File: src/rtl/core/hrp_pkg.sv
// Shared types, constants and prefix-tree tables for the request-line parser.
package hrp_pkg;

  localparam int URL_DEPTH_DEF = 2048;
  localparam int NODE_W        = 5;
  localparam int NODE_COUNT    = 32;
  localparam int EDGE_COUNT    = 31;
  localparam logic [7:0] SPACE_BYTE = 8'h20;
  localparam logic [2:0] NO_METHOD  = 3'd7;

  typedef enum logic [2:0] {
    PH_METHOD   = 3'd0,
    PH_URL      = 3'd1,
    PH_DONE     = 3'd2,
    PH_BAD      = 3'd3,
    PH_OVERFLOW = 3'd4
  } phase_t;

  typedef struct packed {
    logic [2:0]  status;
    logic [2:0]  method_id;
    logic [11:0] url_length;
    logic        url_present;
    logic [7:0]  url_byte;
    logic        url_byte_valid;
    logic        still_accepting;
    logic        chunk_end;
  } result_t;

  typedef struct packed {
    logic              hit;
    logic [NODE_W-1:0] node;
  } trie_step_t;

  localparam logic [NODE_W-1:0] EDGE_FROM [EDGE_COUNT] = '{
    5'd0, 5'd1, 5'd2,
    5'd0, 5'd4, 5'd5, 5'd6,
    5'd4, 5'd8,
    5'd0, 5'd10, 5'd11, 5'd12, 5'd13, 5'd14,
    5'd0, 5'd16, 5'd17, 5'd18,
    5'd0, 5'd20, 5'd21, 5'd22, 5'd23, 5'd24, 5'd25,
    5'd0, 5'd27, 5'd28, 5'd29, 5'd30
  };

  localparam logic [7:0] EDGE_CHAR [EDGE_COUNT] = '{
    "G", "E", "T",
    "P", "O", "S", "T",
    "U", "T",
    "D", "E", "L", "E", "T", "E",
    "H", "E", "A", "D",
    "O", "P", "T", "I", "O", "N", "S",
    "T", "R", "A", "C", "E"
  };

  localparam logic [NODE_W-1:0] EDGE_TO [EDGE_COUNT] = '{
    5'd1, 5'd2, 5'd3,
    5'd4, 5'd5, 5'd6, 5'd7,
    5'd8, 5'd9,
    5'd10, 5'd11, 5'd12, 5'd13, 5'd14, 5'd15,
    5'd16, 5'd17, 5'd18, 5'd19,
    5'd20, 5'd21, 5'd22, 5'd23, 5'd24, 5'd25, 5'd26,
    5'd27, 5'd28, 5'd29, 5'd30, 5'd31
  };

  localparam logic [2:0] NODE_METHOD [NODE_COUNT] = '{
    3'd7, 3'd7, 3'd7, 3'd0, 3'd7, 3'd7, 3'd7, 3'd1,
    3'd7, 3'd2, 3'd7, 3'd7, 3'd7, 3'd7, 3'd7, 3'd3,
    3'd7, 3'd7, 3'd7, 3'd4, 3'd7, 3'd7, 3'd7, 3'd7,
    3'd7, 3'd7, 3'd5, 3'd7, 3'd7, 3'd7, 3'd7, 3'd6
  };

  // Edge lookup: all edges compared in parallel, at most one matches.
  function automatic trie_step_t trie_next(input logic [NODE_W-1:0] node,
                                           input logic [7:0] ch);
    trie_step_t r;
    r.hit  = 1'b0;
    r.node = '0;
    for (int i = 0; i < EDGE_COUNT; i++) begin
      if (EDGE_FROM[i] == node && EDGE_CHAR[i] == ch) begin
        r.hit  = 1'b1;
        r.node = EDGE_TO[i];
      end
    end
    return r;
  endfunction

endpackage

File: src/rtl/core/hrp_chan_if.sv
// Valid/ready channel interfaces for request bytes and parse results.
interface hrp_in_if;
  logic       valid;
  logic       ready;
  logic [7:0] data_byte;
  logic       chunk_last;

  modport source (output valid, output data_byte, output chunk_last, input ready);
  modport sink   (input valid, input data_byte, input chunk_last, output ready);
endinterface

interface hrp_out_if;
  logic        valid;
  logic        ready;
  logic [2:0]  status;
  logic [2:0]  method_id;
  logic [11:0] url_length;
  logic        url_present;
  logic [7:0]  url_byte;
  logic        url_byte_valid;
  logic        still_accepting;
  logic        chunk_end;

  modport source (output valid, output status, output method_id, output url_length,
                  output url_present, output url_byte, output url_byte_valid,
                  output still_accepting, output chunk_end, input ready);
  modport sink   (input valid, input status, input method_id, input url_length,
                  input url_present, input url_byte, input url_byte_valid,
                  input still_accepting, input chunk_end, output ready);
endinterface

File: src/rtl/core/http_request_line_method_url_parser_top.sv
// HTTP request-line parser: one byte per ready cycle, method trie walk, URL capture.
//
// Takes one request byte per cycle while not stalled and returns one result per byte,
// in order. Each byte takes at most one prefix-tree step for the method or one write
// into the URL buffer RAM, so requests can be accepted back to back. A result is
// registered in the output register or, while that is held, in the skid entry. The
// two-entry stage holds ready high with one result held, low with two or in reset.
// The URL buffer needs no clearing after reset; it is written in order and never
// read by the parse logic.
module http_request_line_method_url_parser_top
  import hrp_pkg::*;
#(
  parameter int URL_DEPTH = URL_DEPTH_DEF
) (
  input  logic      clk,
  input  logic      rst_n,
  hrp_in_if.sink    in_req,
  hrp_out_if.source out_res
);

  localparam int CNT_W  = $clog2(URL_DEPTH + 1);
  localparam int ADDR_W = $clog2(URL_DEPTH);

  phase_t            phase_r, phase_nxt;
  logic [NODE_W-1:0] node_r, node_nxt;
  logic [CNT_W-1:0]  cnt_r, cnt_nxt;
  logic              seen_r, seen_nxt;
  logic [2:0]        method_r, method_nxt;

  logic       acc;
  logic       wr_en;
  logic [7:0] echo;
  trie_step_t step;
  result_t    res;

  logic    out_valid_r, skid_valid_r;
  result_t out_data_r, skid_data_r;
  logic    out_take;

  assign acc          = in_req.valid && in_req.ready;
  assign in_req.ready = rst_n && !skid_valid_r;
  assign step         = trie_next(node_r, in_req.data_byte);

  always_ff @(posedge clk) begin
    if (!rst_n) begin
      phase_r  <= PH_METHOD;
      node_r   <= '0;
      cnt_r    <= '0;
      seen_r   <= 1'b0;
      method_r <= NO_METHOD;
    end else if (acc) begin
      phase_r  <= phase_nxt;
      node_r   <= node_nxt;
      cnt_r    <= cnt_nxt;
      seen_r   <= seen_nxt;
      method_r <= method_nxt;
    end
  end

  always_comb begin
    phase_nxt  = phase_r;
    node_nxt   = node_r;
    cnt_nxt    = cnt_r;
    seen_nxt   = seen_r;
    method_nxt = method_r;
    wr_en      = 1'b0;
    echo       = '0;
    unique case (phase_r)
      PH_METHOD: begin
        if (in_req.data_byte == SPACE_BYTE) begin
          if (NODE_METHOD[node_r] != NO_METHOD) begin
            method_nxt = NODE_METHOD[node_r];
            phase_nxt  = PH_URL;
          end else begin
            phase_nxt = PH_BAD;
          end
        end else if (step.hit) begin
          node_nxt = step.node;
        end else begin
          phase_nxt = PH_BAD;
        end
      end
      PH_URL: begin
        if (in_req.data_byte == SPACE_BYTE) begin
          seen_nxt  = seen_r || (cnt_r != '0);
          phase_nxt = PH_DONE;
        end else if (cnt_r < CNT_W'(URL_DEPTH)) begin
          wr_en   = acc;
          cnt_nxt = cnt_r + 1'b1;
          echo    = in_req.data_byte;
        end else begin
          phase_nxt = PH_OVERFLOW;
        end
      end
      PH_DONE, PH_BAD, PH_OVERFLOW: begin
      end
      default: begin
      end
    endcase
  end

  always_comb begin
    res.status          = phase_nxt;
    res.method_id       = method_nxt;
    res.url_length      = 12'(cnt_nxt);
    res.url_present     = seen_nxt;
    res.url_byte        = echo;
    res.url_byte_valid  = (phase_r == PH_URL) && (phase_nxt == PH_URL) && (cnt_nxt != cnt_r);
    res.still_accepting = (phase_nxt == PH_METHOD) || (phase_nxt == PH_URL);
    res.chunk_end       = in_req.chunk_last;
  end

  hrp_ram #(
    .WIDTH (8),
    .DEPTH (URL_DEPTH)
  ) u_url_ram (
    .clk     (clk),
    .wr_en   (wr_en),
    .wr_addr (cnt_r[ADDR_W-1:0]),
    .wr_data (in_req.data_byte),
    .rd_en   (1'b0),
    .rd_addr (cnt_r[ADDR_W-1:0]),
    .rd_data ()
  );

  // Output register with skid entry.
  assign out_take = !out_valid_r || out_res.ready;

  always_ff @(posedge clk) begin
    if (!rst_n) begin
      out_valid_r  <= 1'b0;
      skid_valid_r <= 1'b0;
    end else if (out_take) begin
      out_valid_r  <= skid_valid_r || acc;
      skid_valid_r <= 1'b0;
    end else if (acc) begin
      skid_valid_r <= 1'b1;
    end
  end

  always_ff @(posedge clk) begin
    if (out_take) begin
      out_data_r <= skid_valid_r ? skid_data_r : res;
    end else if (acc) begin
      skid_data_r <= res;
    end
  end

  assign out_res.valid           = out_valid_r;
  assign out_res.status          = out_data_r.status;
  assign out_res.method_id       = out_data_r.method_id;
  assign out_res.url_length      = out_data_r.url_length;
  assign out_res.url_present     = out_data_r.url_present;
  assign out_res.url_byte        = out_data_r.url_byte;
  assign out_res.url_byte_valid  = out_data_r.url_byte_valid;
  assign out_res.still_accepting = out_data_r.still_accepting;
  assign out_res.chunk_end       = out_data_r.chunk_end;

  a_ram_wr_in_url: assert property (@(posedge clk) disable iff (!rst_n)
    wr_en |-> (phase_r == PH_URL) && acc)
    else $error("URL buffer written outside URL phase");

  a_cnt_bound: assert property (@(posedge clk) disable iff (!rst_n)
    cnt_r <= CNT_W'(URL_DEPTH))
    else $error("URL count beyond buffer depth");

  a_terminal_holds: assert property (@(posedge clk) disable iff (!rst_n)
    (phase_r == PH_DONE || phase_r == PH_BAD || phase_r == PH_OVERFLOW)
      |=> $stable(phase_r) && $stable(cnt_r))
    else $error("terminal phase left");

  a_skid_implies_out: assert property (@(posedge clk) disable iff (!rst_n)
    skid_valid_r |-> out_valid_r)
    else $error("skid entry held with empty output register");

  a_method_set_in_url: assert property (@(posedge clk) disable iff (!rst_n)
    (phase_r == PH_URL || phase_r == PH_DONE || phase_r == PH_OVERFLOW)
      |-> method_r != NO_METHOD)
    else $error("URL phase reached without a method");

endmodule

File: src/rtl/core/hrp_ram.sv
// Generic single-clock RAM, one write port and one registered read port.
module hrp_ram #(
  parameter int WIDTH = 8,
  parameter int DEPTH = 2048,
  localparam int ADDR_W = (DEPTH > 1) ? $clog2(DEPTH) : 1
) (
  input  logic              clk,
  input  logic              wr_en,
  input  logic [ADDR_W-1:0] wr_addr,
  input  logic [WIDTH-1:0]  wr_data,
  input  logic              rd_en,
  input  logic [ADDR_W-1:0] rd_addr,
  output logic [WIDTH-1:0]  rd_data
);

  logic [WIDTH-1:0] mem [DEPTH];

  always_ff @(posedge clk) begin
    if (wr_en) begin
      mem[wr_addr] <= wr_data;
    end
    if (rd_en) begin
      rd_data <= mem[rd_addr];
    end
  end

endmodule
File: src/flat_wrapper.sv
// flat-port wrapper written by rule: the top's interface ports become plain ports
module http_request_line_method_url_parser_top_flat import hrp_pkg::*;
#(
  parameter int URL_DEPTH = URL_DEPTH_DEF
)
  (clk, rst_n, in_req_valid, in_req_data_byte, in_req_chunk_last, in_req_ready, out_res_valid, out_res_status, out_res_method_id, out_res_url_length, out_res_url_present, out_res_url_byte, out_res_url_byte_valid, out_res_still_accepting, out_res_chunk_end, out_res_ready);
  hrp_in_if in_req_i ();
  hrp_out_if out_res_i ();
  input  logic clk;
  input  logic rst_n;
  input wire logic [$bits(in_req_i.valid)-1:0] in_req_valid;
  input wire logic [$bits(in_req_i.data_byte)-1:0] in_req_data_byte;
  input wire logic [$bits(in_req_i.chunk_last)-1:0] in_req_chunk_last;
  output wire logic [$bits(in_req_i.ready)-1:0] in_req_ready;
  output wire logic [$bits(out_res_i.valid)-1:0] out_res_valid;
  output wire logic [$bits(out_res_i.status)-1:0] out_res_status;
  output wire logic [$bits(out_res_i.method_id)-1:0] out_res_method_id;
  output wire logic [$bits(out_res_i.url_length)-1:0] out_res_url_length;
  output wire logic [$bits(out_res_i.url_present)-1:0] out_res_url_present;
  output wire logic [$bits(out_res_i.url_byte)-1:0] out_res_url_byte;
  output wire logic [$bits(out_res_i.url_byte_valid)-1:0] out_res_url_byte_valid;
  output wire logic [$bits(out_res_i.still_accepting)-1:0] out_res_still_accepting;
  output wire logic [$bits(out_res_i.chunk_end)-1:0] out_res_chunk_end;
  input wire logic [$bits(out_res_i.ready)-1:0] out_res_ready;
  assign in_req_i.valid = in_req_valid;
  assign in_req_i.data_byte = in_req_data_byte;
  assign in_req_i.chunk_last = in_req_chunk_last;
  assign in_req_ready = in_req_i.ready;
  assign out_res_valid = out_res_i.valid;
  assign out_res_status = out_res_i.status;
  assign out_res_method_id = out_res_i.method_id;
  assign out_res_url_length = out_res_i.url_length;
  assign out_res_url_present = out_res_i.url_present;
  assign out_res_url_byte = out_res_i.url_byte;
  assign out_res_url_byte_valid = out_res_i.url_byte_valid;
  assign out_res_still_accepting = out_res_i.still_accepting;
  assign out_res_chunk_end = out_res_i.chunk_end;
  assign out_res_i.ready = out_res_ready;
  http_request_line_method_url_parser_top #(.URL_DEPTH(URL_DEPTH)) u_core (.clk(clk), .rst_n(rst_n), .in_req(in_req_i), .out_res(out_res_i));
endmodule
File: config.mk
export PLATFORM = sky130hd
export DESIGN_NAME = http_request_line_method_url_parser_top_flat
export DESIGN_NICKNAME = d
export VERILOG_FILES = /design/src/rtl/core/hrp_pkg.sv /design/src/rtl/core/hrp_chan_if.sv /design/src/rtl/core/http_request_line_method_url_parser_top.sv /design/src/rtl/core/hrp_ram.sv /design/src/flat_wrapper.sv
export SDC_FILE = /design/constraint.sdc
export NUM_CORES = 1
export LEC_CHECK = 0
export ABC_AREA = 1
export BUFFER_PORTS_ARGS = -buffer_cell sky130_fd_sc_hd__buf_2
export CORE_UTILIZATION = 25
export DETAILED_ROUTE_END_ITERATION = 7
export GPL_ROUTABILITY_DRIVEN = 1
export GPL_TIMING_DRIVEN = 0
export PLACE_DENSITY = 0.48
export RECOVER_POWER = 100
export SLEW_MARGIN = 15
export SYNTH_ARGS = -nofsm -noshare
export SYNTH_HDL_FRONTEND = slang
export SYNTH_HIERARCHICAL = 1
export SYNTH_SLANG_ARGS = --single-unit
File: constraint.sdc
create_clock -name clk -period 3.34 [get_ports clk]
set_clock_uncertainty 0.15 [all_clocks]
set_input_delay 0.668 -clock clk [delete_from_list [all_inputs] [get_ports clk]]
set_output_delay 0.668 -clock clk [all_outputs]
set_load 0.01 [all_outputs]
==> impl_metrics.py, run 1 <==
metrics = {
    "clock_tree": {
        "post_cts_buffers": 0,
        "clk_path_buf_depth": 2,
        "cts_tree": "built",
        "root_buffer": "clkbuf_16",
        "cts.clk_slew.worst_paths_ps": 70,
        "h-tree-depth": 3,
        "cts_resized": 0,
        "hold_buffers": 0,
        "clk_latency_ps": 340,
        "clock_sinks": 86,
        "cts-buffers-inserted": 9,
    },
    "logic_synthesis": {
        "synthArstFlopShare": 0,
        "syn_inst": 543,
        "ys_warn_count": 6,
        "synth_ff_type": "edfxtp_1",
        "synth_cell_types": 45,
        "synth_top_area_cell": "edfxtp_1",
        "synth_commonest_cells": "143 x nand2_1, 63 x nor2_1, 61 x inv_1",
        "ys_top_cells_by_area": "edfxtp_1 40%, nand2_1 12%, dfxtp_1 12%",
        "netlist_area_mm2": 0.004483,
        "synth.yosys.seq_area_share": 0.5180,
        "synth_most_common_cell": "nand2_1",
        "synth-edff-count": 60,
        "ys_seq_elements": 86,
        "syn_area_per_cell_um2": 8.256,
        "synth_top_cell_area_share": 0.4019,
        "syn_nets": 558,
    },
    "layout": {
        "post_layout_nonfiller_instances": 827,
        "n_fill_cell": 1881,
        "syn_to_final_growth_pct": 17.19,
        "stdcell_area_mm2": 0.005254,
        "layout-drive-gt1-share": 0.1080,
        "diodes": 0,
        "fin_nets": 612,
    },
    "worst_setup_path": {
        "worstSetupEndpointType": "register",
        "cp.required_ps": 3250,
        "arrival_ps": 2780,
        "reg2regPathDepth": 12,
        "cp-start-kind": "input pin",
        "worstSetupPathType": "input pin to register",
        "worstPathMaxFanout": 8,
    },
    "global_routing": {
        "grt_pass1_wl_mm": 18.74,
        "grt_pass1_vias": 3415,
        "antenna_found_initial": 0,
        "grt_usage": 0.1327,
        "grt_overflow": 0,
        "grt_max_degree": 34,
    },
    "worst_hold_path": {
        "hold_path_depth": 2,
        "hp-class": "register to register",
    },
    "die": {
        "fp.coreArea_mm2": 0.01742,
        "rows": 48,
        "dieHeight_um": 135.9,
        "dieArea_mm2": 0.01847,
        "chipWidth_um": 135.9,
        "pin_count": 45,
        "start_util": 0.2574,
    },
    "detailed_routing": {
        "drt_first_pass_iters": 4,
        "drtAntennaViolNets": 0,
        "wire_per_inst_um": 14.11,
        "via_per_inst": 4.502,
        "drc": 0,
        "wl_mm": 11.67,
        "drt_iter0_markers": 348,
        "vias": 3723,
    },
    "timing": {
        "relSlewSlack": 0.03760,
        "period_share": 0.8590,
        "worst_pin_slew_ps": 1442,
        "finalCriticalPeriod_ps": 2869,
        "rsz0062_at_grt": "false",
        "finalHoldViolations": 0,
        "fmax_mhz": 348.6,
        "report.final.slew_viol_count": 0,
        "whs_ps": 308.3,
        "setup_viol": 0,
    },
    "place": {
        "placed_cells_incl_taps": 811,
        "place_hpwl_mm": 8.758,
        "placed_cell_area_mm2": 0.005010,
        "io_buffers": 42,
        "gp_congestion": 0.8719,
    },
    "pwr": {
        "power_mw": 2.638,
        "p_per_area_mw_per_mm2": 502.2,
        "p_leak_nw": 2.215,
        "worst_ir_drop_vdd_v": 0.0002159,
    },
    "status": {
        "outcome": "finished, final reports clean",
    },
    "job": {
        "maxCapViolCount": 0,
    },
}
-- cell usage in the layout, fill, tap and decap left out, drive strengths merged, types with 15 or more instances in the layout --
master	n
nand4	16
nor2	73
nand3	27
edfxtp	60
o21ai	30
buf	15
nand2	154
nor3	16
dfxtp	26
inv	78
clkbuf	51
-- registers in the layout, summed over array words and instances (netlist names), 3 cells and up --
signal / cells
u_core/out_res.url_length: 12
u_core/skid_data_r: 30
u_core/cnt_r: 12
u_core/phase_r: 3
u_core/out_res.url_byte: 8
u_core/out_res.method_id: 3
u_core/node_r: 5
u_core/out_res.status: 3
u_core/method_r: 3
-- layout make-up --
cell class / instances / area, um^2 / area share
Sequential cell: 86 / 2322 / 0.4420
Multi-Input combinational cell: 368 / 1763 / 0.3356
Inverter: 76 / 285.3 / 0.05430
Tap cell: 225 / 281.5 / 0.05358
Clock buffer: 10 / 250.2 / 0.04763
Timing Repair Buffer: 43 / 197.7 / 0.03763
Clock inverter: 6 / 97.59 / 0.01858
Buffer: 13 / 56.30 / 0.01072
-- power by group --
part | total (mW) | internal (mW) | leakage [nW] | switching [mW]
Combinational | 0.257 | 0.0731 | 1.23 | 0.184
Sequential | 1.23 | 1.21 | 0.817 | 0.0225
Clock | 1.15 | 0.713 | 0.171 | 0.435
-- routing by layer --
layer | vias to the layer above | share of wire | GRT usage | wire (um)
li1 | 1910 | - | - | -
met1 | 1729 | 0.51 | 0.1893 | 5951
met3 | 12 | 0.039 | 0.02535 | 453
met4 | 0 | 0.010 | 0.03148 | 119
met5 | - | 0 | 0 | 0
met2 | 72 | 0.44 | 0.2052 | 5142
-- critical path: stages --
cell and delay, ps:
buf_2 150, nor2_1 430, nand2_1 90, nor2_1 370, nor2_1 160, nand2_2 110, inv_1 70, nand4_1 110
nor2_1 90, nand3_1 90, xor2_1 290, o21ai_0 140
-- kinds of logic (layout without fill, tap and decap cells) --
kind of cell,after synthesis,count (layout),share of synthesized area
adders and majority gates,2,2,0.005581
xor gates and xnor gates,8,8,0.01563
buffers and inverters,89,148,0.07647
DFF,86,86,0.5180
AOI/OAI and AO/OA,64,64,0.08680
and+or+nand+nor,294,294,0.2975
-- per-stage QoR --
stage               setup TNS (ps)  utilization  worst slack [ps]
floorplan                        0            -             433.6
global placement             -7789       0.2858            -264.4
detailed placement               0       0.2876             453.1
CTS                              0       0.3076             808.5
global route                     0       0.3017             283.4
finish                           0       0.3017             471.1
-- path summary, 6_finish.rpt --
check	from	to	slack, ps
max	in_req_data_byte[3]	u_core/out_res.url_length[9]	470
min	u_core/seen_r	u_core/seen_r	310
max reg2reg	u_core/phase_r[0]	u_core/out_res.url_length[10]	610
min reg2reg	u_core/seen_r	u_core/seen_r	310
Power figures use the tool's default switching activity.
==> inputs of run 2 (changes only) <==
--- a/config.mk
+++ b/config.mk
@@ -8,6 +8,7 @@
 export ABC_AREA = 1
 export BUFFER_PORTS_ARGS = -buffer_cell sky130_fd_sc_hd__buf_2
 export CORE_UTILIZATION = 25
+export CTS_BUF_LIST = sky130_fd_sc_hd__clkbuf_16
 export DETAILED_ROUTE_END_ITERATION = 7
 export GPL_ROUTABILITY_DRIVEN = 1
 export GPL_TIMING_DRIVEN = 0
@@ -16,5 +17,4 @@
 export SLEW_MARGIN = 15
 export SYNTH_ARGS = -nofsm -noshare
 export SYNTH_HDL_FRONTEND = slang
-export SYNTH_HIERARCHICAL = 1
 export SYNTH_SLANG_ARGS = --single-unit
==> constraint.sdc (replaced) <==
create_clock -name clk -period 3.34 [get_ports clk]
set_clock_uncertainty 0.15 [all_clocks]
set_input_delay 0 -clock clk [delete_from_list [all_inputs] [get_ports clk]]
set_output_delay 0 -clock clk [all_outputs]
set_load 0.01 [all_outputs]
==> run 2 against run 1 <==
Effect of this change: sequential power about the same; cell count up 0.60%; design area up 1.8%; largest cell class unchanged.
==> impl_metrics.py, run 2 <==
metrics = {
    "status": {
        "outcome": "finished, final reports clean",
    },
    "clock_tree": {
        "clock_sinks": 86,
        "root_buffer": "clkbuf_16",
        "cts_tree": "built",
        "cts_resized": 0,
        "clk_path_buf_depth": 2,
        "cts-buffers-inserted": 9,
        "cts.clk_slew.worst_paths_ps": 70,
        "h-tree-depth": 3,
        "clk_latency_ps": 340,
        "post_cts_buffers": 0,
    },
    "logic_synthesis": {
        "netlist_area_mm2": 0.004538,
        "synth_commonest_cells": "146 x nand2_1, 60 x edfxtp_1, 58 x inv_1, 58 x nor2_1",
        "synth-edff-count": 60,
        "ys_warn_count": 0,
        "synth_cell_types": 43,
        "synth_top_cell_area_share": 0.3970,
        "synth.yosys.seq_area_share": 0.5117,
        "syn_nets": 550,
        "synthArstFlopShare": 0,
        "syn_area_per_cell_um2": 8.482,
        "syn_inst": 535,
        "ys_seq_elements": 86,
        "synth_most_common_cell": "nand2_1",
        "synth_ff_type": "edfxtp_1",
        "ys_top_cells_by_area": "edfxtp_1 40%, nand2_1 12%, dfxtp_1 11%",
        "synth_top_area_cell": "edfxtp_1",
    },
    "worst_setup_path": {
        "cp.required_ps": 3280,
        "worstSetupEndpointType": "register",
        "worstSetupPathType": "register to register",
        "cp-start-kind": "register",
        "rr_startpoint": "u_core.node_r[4]",
        "r2r_setup_slack_ps": 570,
        "arrival_ps": 2710,
        "rr_endpoint": "u_core.out_res.status[0]",
        "reg2regPathDepth": 10,
        "worstPathMaxFanout": 10,
    },
    "layout": {
        "stdcell_area_mm2": 0.005349,
        "final_cell_mix": "151 x nand2_1, 61 x inv_1, 60 x edfxtp_1",
        "syn_to_final_growth_pct": 17.87,
        "fin_nets": 617,
        "largest_reg_flops": 30,
        "layout-drive-gt1-share": 0.1301,
        "fin_util": 0.3050,
        "final_common_cell": "nand2_1",
        "regMostFlops": "u_core.skid_data_r",
        "post_layout_nonfiller_instances": 832,
        "diodes": 0,
    },
    "place": {
        "placed_cell_area_mm2": 0.005075,
        "gp_congestion": 0.8301,
        "io_buffers": 44,
        "dp_slack_ps": 847.7,
        "place_hpwl_mm": 8.631,
        "placed_cells_incl_taps": 805,
    },
    "detailed_routing": {
        "wl_met2_mm": 4.848,
        "vias": 3642,
        "drt_first_pass_iters": 4,
        "drc": 0,
        "wl_mm": 11.23,
        "wl_met3_um": 674,
        "drt_iter0_markers": 253,
        "wire_per_inst_um": 13.50,
        "drtAntennaViolNets": 0,
        "top_layer_used": "met4",
        "via_per_inst": 4.377,
        "wl_met1_mm": 5.533,
    },
    "pwr": {
        "power_mw": 2.399,
        "worst_ir_drop_vdd_v": 0.0002869,
        "p_per_area_mw_per_mm2": 448.4,
        "p_leak_nw": 2.213,
    },
    "timing": {
        "setup_viol": 0,
        "rsz0062_at_grt": "false",
        "finalHoldViolations": 0,
        "relSlewSlack": 0.1276,
        "finalCriticalPeriod_ps": 2770,
        "period_share": 0.8294,
        "whs_ps": 303.4,
        "setup_ws_ps": 569.8,
        "report.final.slew_viol_count": 0,
        "fmax_mhz": 361.0,
        "worst_pin_slew_ps": 1307,
        "finalSetupTns_ps": 0,
    },
    "job": {
        "maxCapViolCount": 0,
    },
    "global_routing": {
        "grt_max_degree": 34,
        "antenna_found_initial": 0,
        "grt_pass1_wl_mm": 18.28,
        "grt_usage": 0.1303,
        "grt_pass1_vias": 3508,
        "grt_overflow": 0,
    },
    "worst_hold_path": {
        "worstHoldStart": "in_req_chunk_last",
        "holdPathEnd": "u_core.skid_data_r[0]",
        "hold_path_depth": 2,
        "hp-class": "input pin to register",
    },
    "die": {
        "dieHeight_um": 136.7,
        "pin_count": 45,
        "rows": 48,
        "fp.coreArea_mm2": 0.01754,
        "chipWidth_um": 136.7,
        "dieArea_mm2": 0.01870,
        "start_util": 0.2588,
    },
}
[run 2: changes by cell type in the layout (fill, tap and decap cells not counted), sizes merged, moves of 3 or more]
cell         before  now
dlygate4sd3       0   11
nor2             73   79
nor4              3    6
clkbuf           51   54
nor3             16   11
o21ai            30   25
nand2           154  161
[run 2: how the worst max path moves through the flow]
stage / cells after the start / slack (ps) / startpoint / endpoint
4_1_cts: 12 / 840 / u_core.node_r[0] / u_core.out_res.status[0]
5_1_grt: 14 / 350 / in_req_data_byte[2] / u_core.out_res.url_length[8]
6_report: 10 / 570 / u_core.node_r[4] / u_core.out_res.status[0]
3_3_place_gp: 5 / -470 / u_core.skid_valid_r / u_core.skid_data_r[9]
3_5_place_dp: 12 / 850 / u_core.node_r[0] / u_core.out_res.status[0]
2_1_floorplan: 5 / 410 / u_core.skid_valid_r / u_core.skid_data_r[0]
[run 2: repair_timing]
action	CTS	global route
endpoints found under the setup margin	0	0
hold buffers	11	0
hold endpoints to repair	27	0
[run 2: final cells by class]
class	instances	area [um^2]
multi-input combinational	361	1809
buffer	12	48.80
sequential	86	2322
clock buffer	10	250.2
timing repair buffer	56	315.3
tap	225	281.5
inverter	76	285.3
fill	1906	12190
clock inverter	6	36.28
[run 2: kinds of logic (layout without fill, tap and decap cells)]
| kind of cell | count (synthesis) | after routing | share of synthesized area |
|---|---|---|---|
| simple gates | 300 | 300 | 0.3220 |
| compound gates | 51 | 51 | 0.06948 |
| buf+inv | 88 | 160 | 0.07417 |
| fa+ha+maj | 2 | 2 | 0.005513 |
| flops | 86 | 86 | 0.5117 |
| xor+xnor | 8 | 8 | 0.01710 |
[run 2: where the power goes]
group          total [mW]  internal [mW]  switching [mW]
logic               0.230         0.0700           0.160
registers            1.22           1.20          0.0179
clock network       0.951          0.546           0.404
total                2.40           1.82           0.582
[run 2: layer usage]
layer  track usage  vias up
met5             0        -
met4       0.04691        0
met3       0.03296       11
met2        0.1988       91
met1        0.1769     1655
li1              -     1885
[run 2: critical path, cell delays in order (launching register included)]
cell and delay, ps:
dfxtp_1 300, clkbuf_1 350, clkbuf_1 450, nand4_1 360
nand2_1 140, nor3_1 80, and3_1 220, nand4_1 100
o21ai_0 180, nand2_1 110, nand2_1 60
